===== config.mk =====
export PLATFORM = sky130hd
export DESIGN_NAME = frame_fragmenter_with_header
export DESIGN_NICKNAME = d
export VERILOG_FILES = /design/src/hdl/ffh_pkg.sv /design/src/hdl/ffh_divider.sv /design/src/hdl/ffh_queue.sv /design/src/hdl/ffh_front.sv /design/src/hdl/ffh_back.sv /design/src/hdl/frame_fragmenter_with_header.sv
export SDC_FILE = /design/constraint.sdc
export NUM_CORES = 1
export LEC_CHECK = 0
export BUFFER_PORTS_ARGS = -buffer_cell sky130_fd_sc_hd__buf_4
export CAP_MARGIN = 20
export CORE_ASPECT_RATIO = 0.7
export CORE_MARGIN = 3
export CORE_UTILIZATION = 40
export DETAILED_ROUTE_END_ITERATION = 6
export PLACE_DENSITY = 0.58
export SKIP_CTS_REPAIR_TIMING = 1
export SYNTH_ARGS = -nofsm -noshare
export SYNTH_HDL_FRONTEND = slang
export SYNTH_SLANG_ARGS = --single-unit
export TNS_END_PERCENT = 50

===== constraint.sdc =====
create_clock -name clk -period 12.45 [get_ports clk]
set_input_delay 0 -clock clk [delete_from_list [all_inputs] [get_ports clk]]
set_output_delay 0 -clock clk [all_outputs]
set_load 0.02 [all_outputs]

===== src/hdl/ffh_pkg.sv =====
// ----------------------------------------------------------------------------
// ffh_pkg
// Shared types and constants of the frame fragmenter with datagram header.
// ----------------------------------------------------------------------------
package ffh_pkg;

	// frame length and payload size widths
	localparam int LENGTH_BITS  = 20;
	localparam int PAY_W        = 13;
	localparam int SEQ_W        = 32;
	localparam int WORD_W       = 32;
	localparam int HEADER_BYTES = 25;

	// one output slot per header byte plus one for the payload byte
	localparam int OUT_SLOTS = HEADER_BYTES + 1;
	localparam int SLOT_W    = $clog2(OUT_SLOTS);
	localparam logic [SLOT_W-1:0] PAY_SLOT = SLOT_W'(HEADER_BYTES);
	localparam logic [SLOT_W-1:0] HDR_FIRST_SLOT = '0;

	// divider iteration counter
	localparam int DIV_CNT_W = $clog2(LENGTH_BITS + 1);

	// command queue
	localparam int QUEUE_DEPTH = 4;
	localparam int QPTR_W      = $clog2(QUEUE_DEPTH);

	// configuration register
	localparam logic [PAY_W-1:0] PAY_SIZE_RESET = PAY_W'(1300);
	localparam logic [PAY_W-1:0] PAY_SIZE_MIN   = PAY_W'(1);
	localparam int ADDR_W = 3;
	localparam logic REG_IDX_PAY_SIZE = 1'b0;

	// input item kinds
	typedef enum logic {
		OP_START = 1'b0,
		OP_BYTE  = 1'b1
	} op_t;

	// front state
	typedef enum logic [1:0] {
		ST_IDLE = 2'b01,
		ST_DIV  = 2'b10
	} front_state_t;

	// one classified payload byte, ready for the serializer
	typedef struct packed {
		logic [SEQ_W-1:0]       seq;
		logic [LENGTH_BITS-1:0] total;
		logic [LENGTH_BITS-1:0] size;
		logic [LENGTH_BITS-1:0] index;
		logic [PAY_W-1:0]       pay;
		logic [LENGTH_BITS-1:0] offset;
		logic                   last_frag;
		logic                   with_header;
		logic                   dg_end;
		logic [7:0]             data;
	} cmd_t;

endpackage


===== src/hdl/ffh_divider.sv =====
// ----------------------------------------------------------------------------
// ffh_divider
// Restoring divider, one quotient bit per cycle, for the fragment count.
// ----------------------------------------------------------------------------
module ffh_divider import ffh_pkg::*; (
	input  logic                   clk,
	input  logic                   arst_n,
	input  logic                   start,
	input  logic [LENGTH_BITS-1:0] dividend,
	input  logic [PAY_W-1:0]       divisor,
	output logic                   done,
	output logic [LENGTH_BITS-1:0] quotient,
	output logic                   rem_nz
);

	logic                   busy_q;
	logic                   done_q;
	logic [DIV_CNT_W-1:0]   cnt_q;
	logic [PAY_W:0]         rem_q;
	logic [LENGTH_BITS-1:0] quo_q;
	logic [PAY_W-1:0]       div_q;
	logic [PAY_W:0]         trial;
	logic                   ge;

	// shift in the next dividend bit and try the subtraction
	assign trial = {rem_q[PAY_W-1:0], quo_q[LENGTH_BITS-1]};
	assign ge    = trial >= {1'b0, div_q};

	// control
	always_ff @(posedge clk or negedge arst_n) begin
		if (!arst_n) begin
			busy_q <= 1'b0;
			done_q <= 1'b0;
			cnt_q  <= '0;
		end else begin
			done_q <= 1'b0;
			if (start) begin
				busy_q <= 1'b1;
				cnt_q  <= '0;
			end else if (busy_q) begin
				cnt_q <= cnt_q + 1'b1;
				if (cnt_q == DIV_CNT_W'(LENGTH_BITS - 1)) begin
					busy_q <= 1'b0;
					done_q <= 1'b1;
				end
			end
		end
	end

	// datapath
	always_ff @(posedge clk) begin
		if (start) begin
			rem_q <= '0;
			quo_q <= dividend;
			div_q <= divisor;
		end else if (busy_q) begin
			rem_q <= ge ? (trial - {1'b0, div_q}) : trial;
			quo_q <= {quo_q[LENGTH_BITS-2:0], ge};
		end
	end

	assign done     = done_q;
	assign quotient = quo_q;
	assign rem_nz   = rem_q != '0;

endmodule


===== src/hdl/ffh_queue.sv =====
// ----------------------------------------------------------------------------
// ffh_queue
// Short command queue between classifier and serializer.
// ----------------------------------------------------------------------------
module ffh_queue import ffh_pkg::*; (
	input  logic  clk,
	input  logic  arst_n,
	input  logic  wr_en,
	input  cmd_t  wr_data,
	output logic  wr_ready,
	input  logic  rd_en,
	output cmd_t  rd_data,
	output logic  rd_valid
);

	cmd_t              mem_q [QUEUE_DEPTH];
	logic [QPTR_W-1:0] wr_ptr_q;
	logic [QPTR_W-1:0] rd_ptr_q;
	logic [QPTR_W:0]   count_q;
	logic              do_wr;
	logic              do_rd;

	assign wr_ready = count_q != (QPTR_W+1)'(QUEUE_DEPTH);
	assign rd_valid = count_q != '0;
	assign do_wr    = wr_en && wr_ready;
	assign do_rd    = rd_en && rd_valid;
	assign rd_data  = mem_q[rd_ptr_q];

	// pointers and fill level
	always_ff @(posedge clk or negedge arst_n) begin
		if (!arst_n) begin
			wr_ptr_q <= '0;
			rd_ptr_q <= '0;
			count_q  <= '0;
		end else begin
			if (do_wr) wr_ptr_q <= wr_ptr_q + 1'b1;
			if (do_rd) rd_ptr_q <= rd_ptr_q + 1'b1;
			if (do_wr && !do_rd)
				count_q <= count_q + 1'b1;
			else if (!do_wr && do_rd)
				count_q <= count_q - 1'b1;
		end
	end

	// storage
	always_ff @(posedge clk) begin
		if (do_wr) mem_q[wr_ptr_q] <= wr_data;
	end

endmodule


===== src/hdl/ffh_front.sv =====
// ----------------------------------------------------------------------------
// ffh_front
// Accepts input items, tracks the open frame and classifies payload bytes.
// ----------------------------------------------------------------------------
module ffh_front import ffh_pkg::*; (
	input  logic                   clk,
	input  logic                   arst_n,
	input  logic [PAY_W-1:0]       pay_size,
	input  logic                   in_valid,
	output logic                   in_ready,
	input  logic                   in_op,
	input  logic [LENGTH_BITS-1:0] in_length,
	input  logic [7:0]             in_data,
	output logic                   cmd_valid,
	output cmd_t                   cmd,
	input  logic                   cmd_ready
);

	front_state_t           state_q;
	logic [SEQ_W-1:0]       seq_q;
	logic                   open_q;
	logic [LENGTH_BITS-1:0] total_q;
	logic [LENGTH_BITS-1:0] size_q;
	logic [LENGTH_BITS-1:0] rem_q;
	logic [LENGTH_BITS-1:0] num_q;
	logic [LENGTH_BITS-1:0] off_q;
	logic [PAY_W-1:0]       blf_q;
	logic [PAY_W-1:0]       lp_q;

	logic                   acc;
	logic                   start_acc;
	logic                   byte_acc;
	logic                   div_start;
	logic                   div_done;
	logic [LENGTH_BITS-1:0] div_quo;
	logic                   div_rem_nz;
	logic [LENGTH_BITS-1:0] lp_ext;
	logic [PAY_W-1:0]       pay;
	logic                   last_frag;
	logic                   need_hdr;
	logic [PAY_W-1:0]       nblf;
	logic [LENGTH_BITS-1:0] nrem;

	// handshake
	assign in_ready  = (state_q == ST_IDLE) && cmd_ready;
	assign acc       = in_valid && in_ready;
	assign start_acc = acc && (op_t'(in_op) == OP_START);
	assign byte_acc  = acc && (op_t'(in_op) == OP_BYTE) && open_q;
	assign div_start = start_acc && (in_length != '0);

	// fragment count
	ffh_divider u_div (
		.clk      (clk),
		.arst_n   (arst_n),
		.start    (div_start),
		.dividend (in_length),
		.divisor  (pay_size),
		.done     (div_done),
		.quotient (div_quo),
		.rem_nz   (div_rem_nz)
	);

	// classify the byte against the open fragment
	assign lp_ext    = LENGTH_BITS'(lp_q);
	assign pay       = (rem_q < lp_ext) ? rem_q[PAY_W-1:0] : lp_q;
	assign last_frag = rem_q <= lp_ext;
	assign need_hdr  = blf_q == '0;
	assign nblf      = (need_hdr ? pay : blf_q) - 1'b1;
	assign nrem      = rem_q - 1'b1;

	assign cmd_valid       = byte_acc;
	assign cmd.seq         = seq_q;
	assign cmd.total       = total_q;
	assign cmd.size        = size_q;
	assign cmd.index       = num_q;
	assign cmd.pay         = pay;
	assign cmd.offset      = off_q;
	assign cmd.last_frag   = last_frag;
	assign cmd.with_header = need_hdr;
	assign cmd.dg_end      = nblf == '0;
	assign cmd.data        = in_data;

	// frame state
	always_ff @(posedge clk or negedge arst_n) begin
		if (!arst_n) begin
			state_q <= ST_IDLE;
			seq_q   <= '0;
			open_q  <= 1'b0;
			total_q <= '0;
			size_q  <= '0;
			rem_q   <= '0;
			num_q   <= '0;
			off_q   <= '0;
			blf_q   <= '0;
			lp_q    <= '0;
		end else begin
			unique case (state_q)
				ST_IDLE: begin
					if (start_acc) begin
						open_q <= 1'b0;
						blf_q  <= '0;
						if (div_start) begin
							seq_q   <= seq_q + 1'b1;
							size_q  <= in_length;
							rem_q   <= in_length;
							lp_q    <= pay_size;
							num_q   <= '0;
							off_q   <= '0;
							state_q <= ST_DIV;
						end
					end else if (byte_acc) begin
						blf_q <= nblf;
						rem_q <= nrem;
						if (nblf == '0) begin
							num_q <= num_q + 1'b1;
							off_q <= off_q + lp_ext;
							if (nrem == '0) open_q <= 1'b0;
						end
					end
				end
				ST_DIV: begin
					if (div_done) begin
						total_q <= div_quo + LENGTH_BITS'(div_rem_nz);
						open_q  <= 1'b1;
						state_q <= ST_IDLE;
					end
				end
				default: state_q <= ST_IDLE;
			endcase
		end
	end

endmodule


===== src/hdl/ffh_back.sv =====
// ----------------------------------------------------------------------------
// ffh_back
// Serializes one command: optional 25-byte header, then the payload byte.
// ----------------------------------------------------------------------------
module ffh_back import ffh_pkg::*; (
	input  logic        clk,
	input  logic        arst_n,
	input  logic        cmd_valid,
	input  cmd_t        cmd,
	output logic        cmd_pop,
	output logic        out_valid,
	input  logic        out_ready,
	output logic [7:0]  out_byte,
	output logic        out_end,
	output logic        out_hdr
);

	cmd_t              cur_q;
	logic              cur_valid_q;
	logic [SLOT_W-1:0] slot_q;
	logic              out_acc;
	logic              at_pay;
	logic [WORD_W-1:0] words [6];
	logic [7:0]        slots [OUT_SLOTS];

	assign at_pay  = slot_q == PAY_SLOT;
	assign out_acc = cur_valid_q && out_ready;
	assign cmd_pop = cmd_valid && (!cur_valid_q || (out_acc && at_pay));

	// header words, each sent little-endian
	always_comb begin
		words[0] = cur_q.seq;
		words[1] = WORD_W'(cur_q.total);
		words[2] = WORD_W'(cur_q.size);
		words[3] = WORD_W'(cur_q.index);
		words[4] = WORD_W'(cur_q.pay);
		words[5] = WORD_W'(cur_q.offset);
		for (int k = 0; k < HEADER_BYTES - 1; k++) begin
			slots[k] = words[k / 4][8 * (k % 4) +: 8];
		end
		slots[HEADER_BYTES - 1] = {7'd0, cur_q.last_frag};
		slots[HEADER_BYTES]     = cur_q.data;
	end

	assign out_valid = cur_valid_q;
	assign out_byte  = slots[slot_q];
	assign out_end   = at_pay && cur_q.dg_end;
	assign out_hdr   = !at_pay;

	// slot sequencing
	always_ff @(posedge clk or negedge arst_n) begin
		if (!arst_n) begin
			cur_valid_q <= 1'b0;
			slot_q      <= PAY_SLOT;
		end else begin
			if (cmd_pop) begin
				cur_valid_q <= 1'b1;
				slot_q      <= cmd.with_header ? HDR_FIRST_SLOT : PAY_SLOT;
			end else if (out_acc) begin
				if (at_pay)
					cur_valid_q <= 1'b0;
				else
					slot_q <= slot_q + 1'b1;
			end
		end
	end

	always_ff @(posedge clk) begin
		if (cmd_pop) cur_q <= cmd;
	end

endmodule


===== src/hdl/frame_fragmenter_with_header.sv =====
// ----------------------------------------------------------------------------
// frame_fragmenter_with_header
// Splits frames into datagrams, each led by a 25-byte little-endian header.
// ----------------------------------------------------------------------------
// A frame-start item (tuser 0) with a nonzero length opens a frame and stalls
// the input while a one-bit-per-cycle divider works out the fragment count;
// each payload byte (tuser 1) is taken while the four-entry command queue has
// room. The output side sends one byte per cycle while m_axis_tready is high;
// the first byte of each fragment yields 26 bytes (header then payload),
// every other byte one, so the output serializer sets the sustained rate.
// Bytes outside a frame are dropped. A payload size of zero is used as one.
module frame_fragmenter_with_header import ffh_pkg::*; (
	input  logic              clk,
	input  logic              arst_n,
	// configuration
	input  logic              psel,
	input  logic              penable,
	input  logic              pwrite,
	input  logic [ADDR_W-1:0] paddr,
	input  logic [31:0]       pwdata,
	output logic [31:0]       prdata,
	output logic              pready,
	// input items
	input  logic              s_axis_tvalid,
	output logic              s_axis_tready,
	input  logic [31:0]       s_axis_tdata,  // [19:0] frame_length, [27:20] data_byte
	input  logic              s_axis_tuser,  // [0] op
	// datagram bytes
	output logic              m_axis_tvalid,
	input  logic              m_axis_tready,
	output logic [7:0]        m_axis_tdata,  // [7:0] out_byte
	output logic              m_axis_tlast,  // datagram_end
	output logic              m_axis_tuser   // [0] is_header
);

	logic [PAY_W-1:0] pay_size_q;
	logic [PAY_W-1:0] pay_size_eff;
	logic             q_wr_en;
	logic             q_wr_ready;
	cmd_t             q_wr_data;
	logic             q_rd_en;
	logic             q_rd_valid;
	cmd_t             q_rd_data;

	// register port
	assign pready = 1'b1;
	always_ff @(posedge clk or negedge arst_n) begin
		if (!arst_n) begin
			pay_size_q <= PAY_SIZE_RESET;
		end else if (psel && penable && pwrite && pready &&
		             paddr[2] == REG_IDX_PAY_SIZE) begin
			pay_size_q <= pwdata[PAY_W-1:0];
		end
	end
	assign prdata = (paddr[2] == REG_IDX_PAY_SIZE) ? 32'(pay_size_q) : '0;

	assign pay_size_eff = (pay_size_q == '0) ? PAY_SIZE_MIN : pay_size_q;

	ffh_front u_front (
		.clk       (clk),
		.arst_n    (arst_n),
		.pay_size  (pay_size_eff),
		.in_valid  (s_axis_tvalid),
		.in_ready  (s_axis_tready),
		.in_op     (s_axis_tuser),
		.in_length (s_axis_tdata[LENGTH_BITS-1:0]),
		.in_data   (s_axis_tdata[LENGTH_BITS+7:LENGTH_BITS]),
		.cmd_valid (q_wr_en),
		.cmd       (q_wr_data),
		.cmd_ready (q_wr_ready)
	);

	ffh_queue u_queue (
		.clk      (clk),
		.arst_n   (arst_n),
		.wr_en    (q_wr_en),
		.wr_data  (q_wr_data),
		.wr_ready (q_wr_ready),
		.rd_en    (q_rd_en),
		.rd_data  (q_rd_data),
		.rd_valid (q_rd_valid)
	);

	ffh_back u_back (
		.clk       (clk),
		.arst_n    (arst_n),
		.cmd_valid (q_rd_valid),
		.cmd       (q_rd_data),
		.cmd_pop   (q_rd_en),
		.out_valid (m_axis_tvalid),
		.out_ready (m_axis_tready),
		.out_byte  (m_axis_tdata),
		.out_end   (m_axis_tlast),
		.out_hdr   (m_axis_tuser)
	);

endmodule


Yosys cells after proc, flatten, opt, wreduce, memory -nomap -nowiden --
Memory sizes are Yosys's and may differ from the RTL's. Index checks and enable logic that the tools add are counted. Widths: inputs -> output; s select.
Operators by class: add/subtract/negate cells 13, order comparisons 4, equal/unequal tests 13, multiplexer cells 51, bitwise gates (word level) 3, reduce and logical (&&, ||, !) cells 45
Operator list (count):
- $mux 20 | 12
- $mux 13 | 6
- $bmux 8 s5 | 1
- $logic_not 13->1 | 3
- $add 32x1->32 const B | 1
- $mux 5 | 6
- $add 20x1->20 | 1
- $add 20x1->20 const B | 1
- $add 20x13->20 | 1
- $le 20x13->1 | 1
- $logic_not 20->1 | 1
- $lt 20x13->1 | 1
- $reduce_bool 20->1 | 1
- $sub 20x1->20 const B | 1
- $logic_and 1x1->1 | 17
- $mux 1 | 16
- $mux 8 | 2
- $ge 14x13->1 | 1
- $mux 14 | 1
- $reduce_bool 14->1 | 1
- $reduce_bool 2->1 | 7
- $sub 14x13->14 | 1
- $sub 13x1->13 const B | 1
- $add 5x1->5 const B | 2
- 25 further kinds | 43
Word-level totals: register bits after elaboration 376, RAM bits 544, bits of input ports 75, output and inout bits 45, logic and storage cells 161, memories 1
Memories:
- u_queue.mem_q | depth 4, width 136, read ports 1, clocked after memory_dff 0, write ports 1, RTL line ffh_queue.sv:16 | cmd_t mem_q [QUEUE_DEPTH];

Longest topological paths before layout --
depth after elaboration 10, mapped depth 21, gate-level depth less buffers 18

Hierarchy --
A second synthesis with hierarchy kept.
Second synthesis, totals: cell total of the unflattened synthesis 2479, area, all modules 39311.5 µm²
Modules (own cells, without submodules):
- ffh_queue | instances 1, cells each 746, area an instance 20150.6 µm², sequential area each 16510.8 µm²
- ffh_front | instances 1, cells each 1062, area an instance 9524.1 µm², sequential area each 4030.1 µm²
- ffh_back | instances 1, cells each 321, area an instance 5793.1 µm², sequential area each 4207.8 µm²
- ffh_divider | instances 1, cells each 270, area an instance 2975.4 µm², sequential area each 1446.4 µm²
- frame_fragmenter_with_header | instances 1, cells each 80, area an instance 868.3 µm², sequential area each 330.3 µm²

Worst setup path before layout --
No wires, ideal clock.
path type flip-flop to flip-flop, from register u_front.state_q[0], to memory u_queue.mem_q[0][0] (netlist name), enable pin, setup time 511 ps, data arrival time 5257 ps, data required time 11939 ps, setup slack 6682 ps, cell stages (with the launch flop) 7, buffers on the path 1, clock period less this slack 5768 ps, cell sequence dfstp_2 ha_1 a21boi_0 nand4_1 clkinv_1 clkbuf_1 and2_1
Between the ends: longest elaborated chain between the ends 8
Ends and longest elaborated chain:
- start, declared | RTL line ffh_front.sv:19 | front_state_t state_q;
- start signal, assigned | RTL line ffh_front.sv:86 | state_q <= ST_IDLE;
- start signal, assigned | RTL line ffh_front.sv:109 | state_q <= ST_DIV;
- start signal, assigned | RTL line ffh_front.sv:125 | state_q <= ST_IDLE;
- $eq 2x1->1 | RTL line ffh_front.sv:45 | assign in_ready = (state_q == ST_IDLE) && cmd_ready;
- $logic_and 1x1->1 | RTL line ffh_front.sv:45
- via s_axis_tready | RTL line frame_fragmenter_with_header.sv:25 | output logic s_axis_tready,
- $logic_and 1x1->1 | RTL line ffh_front.sv:46 | assign acc = in_valid && in_ready;
- $logic_and 1x1->1 (2 in series) | RTL line ffh_front.sv:48 | assign byte_acc = acc && (op_t'(in_op) == OP_BYTE) && open_q;
- $logic_and 1x1->1 | RTL line ffh_queue.sv:25 | assign do_wr = wr_en && wr_ready;
- via u_queue.do_wr | RTL line ffh_queue.sv:20 | logic do_wr;
- $mux 1 | RTL line ffh_queue.sv:47 | if (do_wr) mem_q[wr_ptr_q] <= wr_data;
- $mux 1 (not written as such) | RTL line ffh_queue.sv:47
- end, declared | RTL line ffh_queue.sv:16
The timed path passes the listed nets, and every way through them passes these cells.

==> reports/qor.csv <==
metric,value,unit
p_clk_share,28.8,%
synthArstFlopShare,21.1,%
firstDrtPassIters,5,
drive_above_1_share,17.9,%
placed_cell_area,40000,um2
clock_sinks,920,
clkTransAtPathRegs,0.06,ns
cts_made_buffers,85,
startpoint_type,register,
insertion_delay,0.66,ns
portBuffers,74,
p_comb_share,27.0,%
cp_max_fo,25,
synth_edf_count,712,
synth-seq-cells,920,
place.gp.congestion,0.849,
initial_core_util,40.5,%
holdPathStages,2,
ys_types,77,
max_freq,150,MHz
postLayoutSetupSlackWorst,5.78,ns
cpPeakStageDelay,0.98,ns
die_w,375,um
fin_area,43300,um2
multi_input_area,10800,um2
finalWorstPathRequiredPeriod,6.67,ns
tightest_slew,1.05,ns
min_from,s_axis_tdata[26],
fin_tns_setup,0,ns
regArea,26500,um2
worstSetupEndpointType,register,
post-synth-top-count-cell,edfxtp_1,
vdd_ir_drop_max,0.106,mV
p_seq_share,44.2,%
synth_top_area_cell,edfxtp_1,
rsz0062_at_grt,false,
dieArea,99100,um2
fin_nets,2676,
min_path_type,input pin to register,
reg2reg_depth,14,
synth_flop_cell,edfxtp_1,
internal_power,6.28,mW
maxSlewViolCount,0,
path_delay_family,compound AO/OA/AOI/OAI gates,
p_sw_share,32.4,%
finClkSkew,0.0235,ns
p_switching,3.01,mW
wl,89700,um
place_ws,5.93,ns
finalCritPeriodShare,53.6,%
clock_path_buffers,3,
overflow,0,
cts_tree,built,
path_cells,ha_1 -> a21oi_1 -> o21ai_0 -> a2111oi_4 -> nand2_4 -> o21ai_0 -> a21oi_1 -> ha_1 -> nor4b_1 -> o31ai_1 -> or4_1 -> o21ai_2 -> o31ai_1 -> o21a_1,
reg2reg_to,u_front.off_q[4]$_DFFE_PN0P_,
grtUsageTotal,18.0,%
area_growth,13.6,%
io_pins,120,
leakagePower,15.5,nW
avgSynthCellArea,15.8,um2
rows,94,
critical_path_buf_inv_count,0,
hold_viol,0,
status,"finished, final reports clean",
netlist_instances,2420,
hold_path_end,u_queue.mem_q[0][6]$_DFFE_PP_,
coreArea,94200,um2
synth.area.top_cells,"edfxtp_1 (56%), dfrtp_1 (12%), mux4_2 (9.0%)",
synth.top_cell.area_share,56.1,%
fillCellCount,8062,
setup-violations-final,0,
power.density,214,nW/um2
htreeDepth,3,
ant_nets,0,
r2r_setup_slack,5.78,ns
wl_per_cell,23.2,um
crit_type,register to register,
regToRegStartpoint,u_front.rem_q[7]$_DFFE_PN0P_,
critical_path_arrival,7.22,ns
antenna_found_initial,4,
drv_cap,0,
num_vias,21400,
grt_pass1_vias,21200,
dr.first_iter.drc_count,2041,
grt_pass1_wl,135000,um
cp.required,12.99,ns
ys_seq_area_share,69.6,%
grt_max_degree,81,
drc,0,
crit_slowest_cell,or4_1,
synthTopCellsByCount,"edfxtp_1 (712), nand2_1 (206), dfrtp_1 (186)",
vias_per_cell,5.54,
syn-cell-area,38100,um2
slew_headroom,29.8,%
yosysWarnings,0,
die_y,264,um
dpl.hpwl,56400,um
cts_root_buffer,clkbuf_16,
-- power by group through the flow --
stage | Sequential, mW | Combinational (mW) | Clock, mW
finish | 4.11 | 2.51 | 2.67
global route | 4.15 | 2.76 | 2.86
CTS | 4.10 | 2.51 | 2.73
global placement | 4.15 | 2.45 | 0
floorplan | 3.96 | 1.84 | 0
detailed placement | 4.17 | 2.50 | 0
-- layer usage --
layer	up-vias	track usage (%)	wire [um]
met2	639	27.0	40900
met4	2	4.46	1870
met3	118	3.60	5560
met5	-	0	13
li1	9513	-	-
met1	11100	27.1	41300
-- worst max-delay path by stage --
stage | from | endpoint | slack, ns | cells past startpoint
2_1_floorplan | u_front.state_q[0]$_DFFE_PN1P_ | u_queue.mem_q[0][0]$_DFFE_PP_ | 6.68 | 6
6_report | u_front.rem_q[7]$_DFFE_PN0P_ | u_front.off_q[4]$_DFFE_PN0P_ | 5.78 | 14
5_1_grt | u_front.rem_q[7]$_DFFE_PN0P_ | u_front.off_q[4]$_DFFE_PN0P_ | 5.39 | 14
4_1_cts | u_front.rem_q[7]$_DFFE_PN0P_ | u_front.off_q[4]$_DFFE_PN0P_ | 5.92 | 14
3_3_place_gp | u_front.rem_q[7]$_DFFE_PN0P_ | u_front.off_q[4]$_DFFE_PN0P_ | 6.07 | 14
3_5_place_dp | u_front.rem_q[7]$_DFFE_PN0P_ | u_front.off_q[4]$_DFFE_PN0P_ | 5.93 | 14
-- per-stage QoR --
step | hold WS (ns) | std cells | power, mW | util, %
2_1_floorplan | -0.296 | 2438 | 5.80 | -
3_3_place_gp | 0.0471 | 3653 | 6.60 | 42.4
3_5_place_dp | 0.0586 | 3654 | 6.67 | 42.4
4_1_cts | -0.665 | 3811 | 9.35 | 45.5
5_1_grt | 0.0752 | 3859 | 9.77 | 46.0
6_report | 0.100 | 3860 | 9.29 | 46.0
-- layout by cell type (no fill, tap or decap), types with 20 or more instances in the layout --
cell	netlist	final
nor2_1	132	131
a21oi_1	90	90
edfxtp_1	712	712
conb_1	2	20
mux4_2	153	153
dfrtp_1	186	183
and3_1	25	25
nand2_1	206	206
ha_1	57	57
nand3_1	54	54
mux2i_1	33	33
xnor2_1	70	70
dlygate4sd3_1	0	46
inv_1	62	60
clkbuf_16	0	86
nand4_1	28	28
a22o_1	25	25
nor4_1	25	25
nor3_1	30	30
xor2_1	34	34
buf_4	22	108
o21ai_0	96	96
mux2_2	20	20
-- sequential cells by signal (all words and copies together), names as in the netlist, 14 cells and up --
register and count:
u_front.seq_q 32, u_back.cur_q 135, u_front.u_div.rem_q 14, u_front.u_div.quotient 20
u_front.size_q 20, u_front.num_q 20, u_front.total_q 20, u_queue.mem_q 544
u_front.off_q 20, u_front.rem_q 20
-- kinds of logic (layout without fill, tap and decap cells) --
| family | count (synthesis) | after routing | synth area share, % |
|---|---|---|---|
| mux | 206 | 206 | 10.5 |
| simple gates | 594 | 594 | 7.58 |
| flops | 920 | 920 | 69.6 |
| buf+inv | 205 | 378 | 2.34 |
| xor+xnor | 104 | 104 | 2.39 |
| compound gates | 329 | 329 | 5.56 |
| fa+ha+maj | 60 | 60 | 2.03 |
| other cells | 2 | 21 | 0.0197 |
-- final cells by class --
class	instances	area share, %
diodes	1	0.00578
clock buffers	113	5.46
clock inverters	44	1.11
inverters	64	0.566
multi-input cells	1313	25.0
flip-flops and latches	920	61.2
well taps	1248	3.60
repair buffers	157	3.05
No activity file was read; power rests on OpenSTA's default activity.
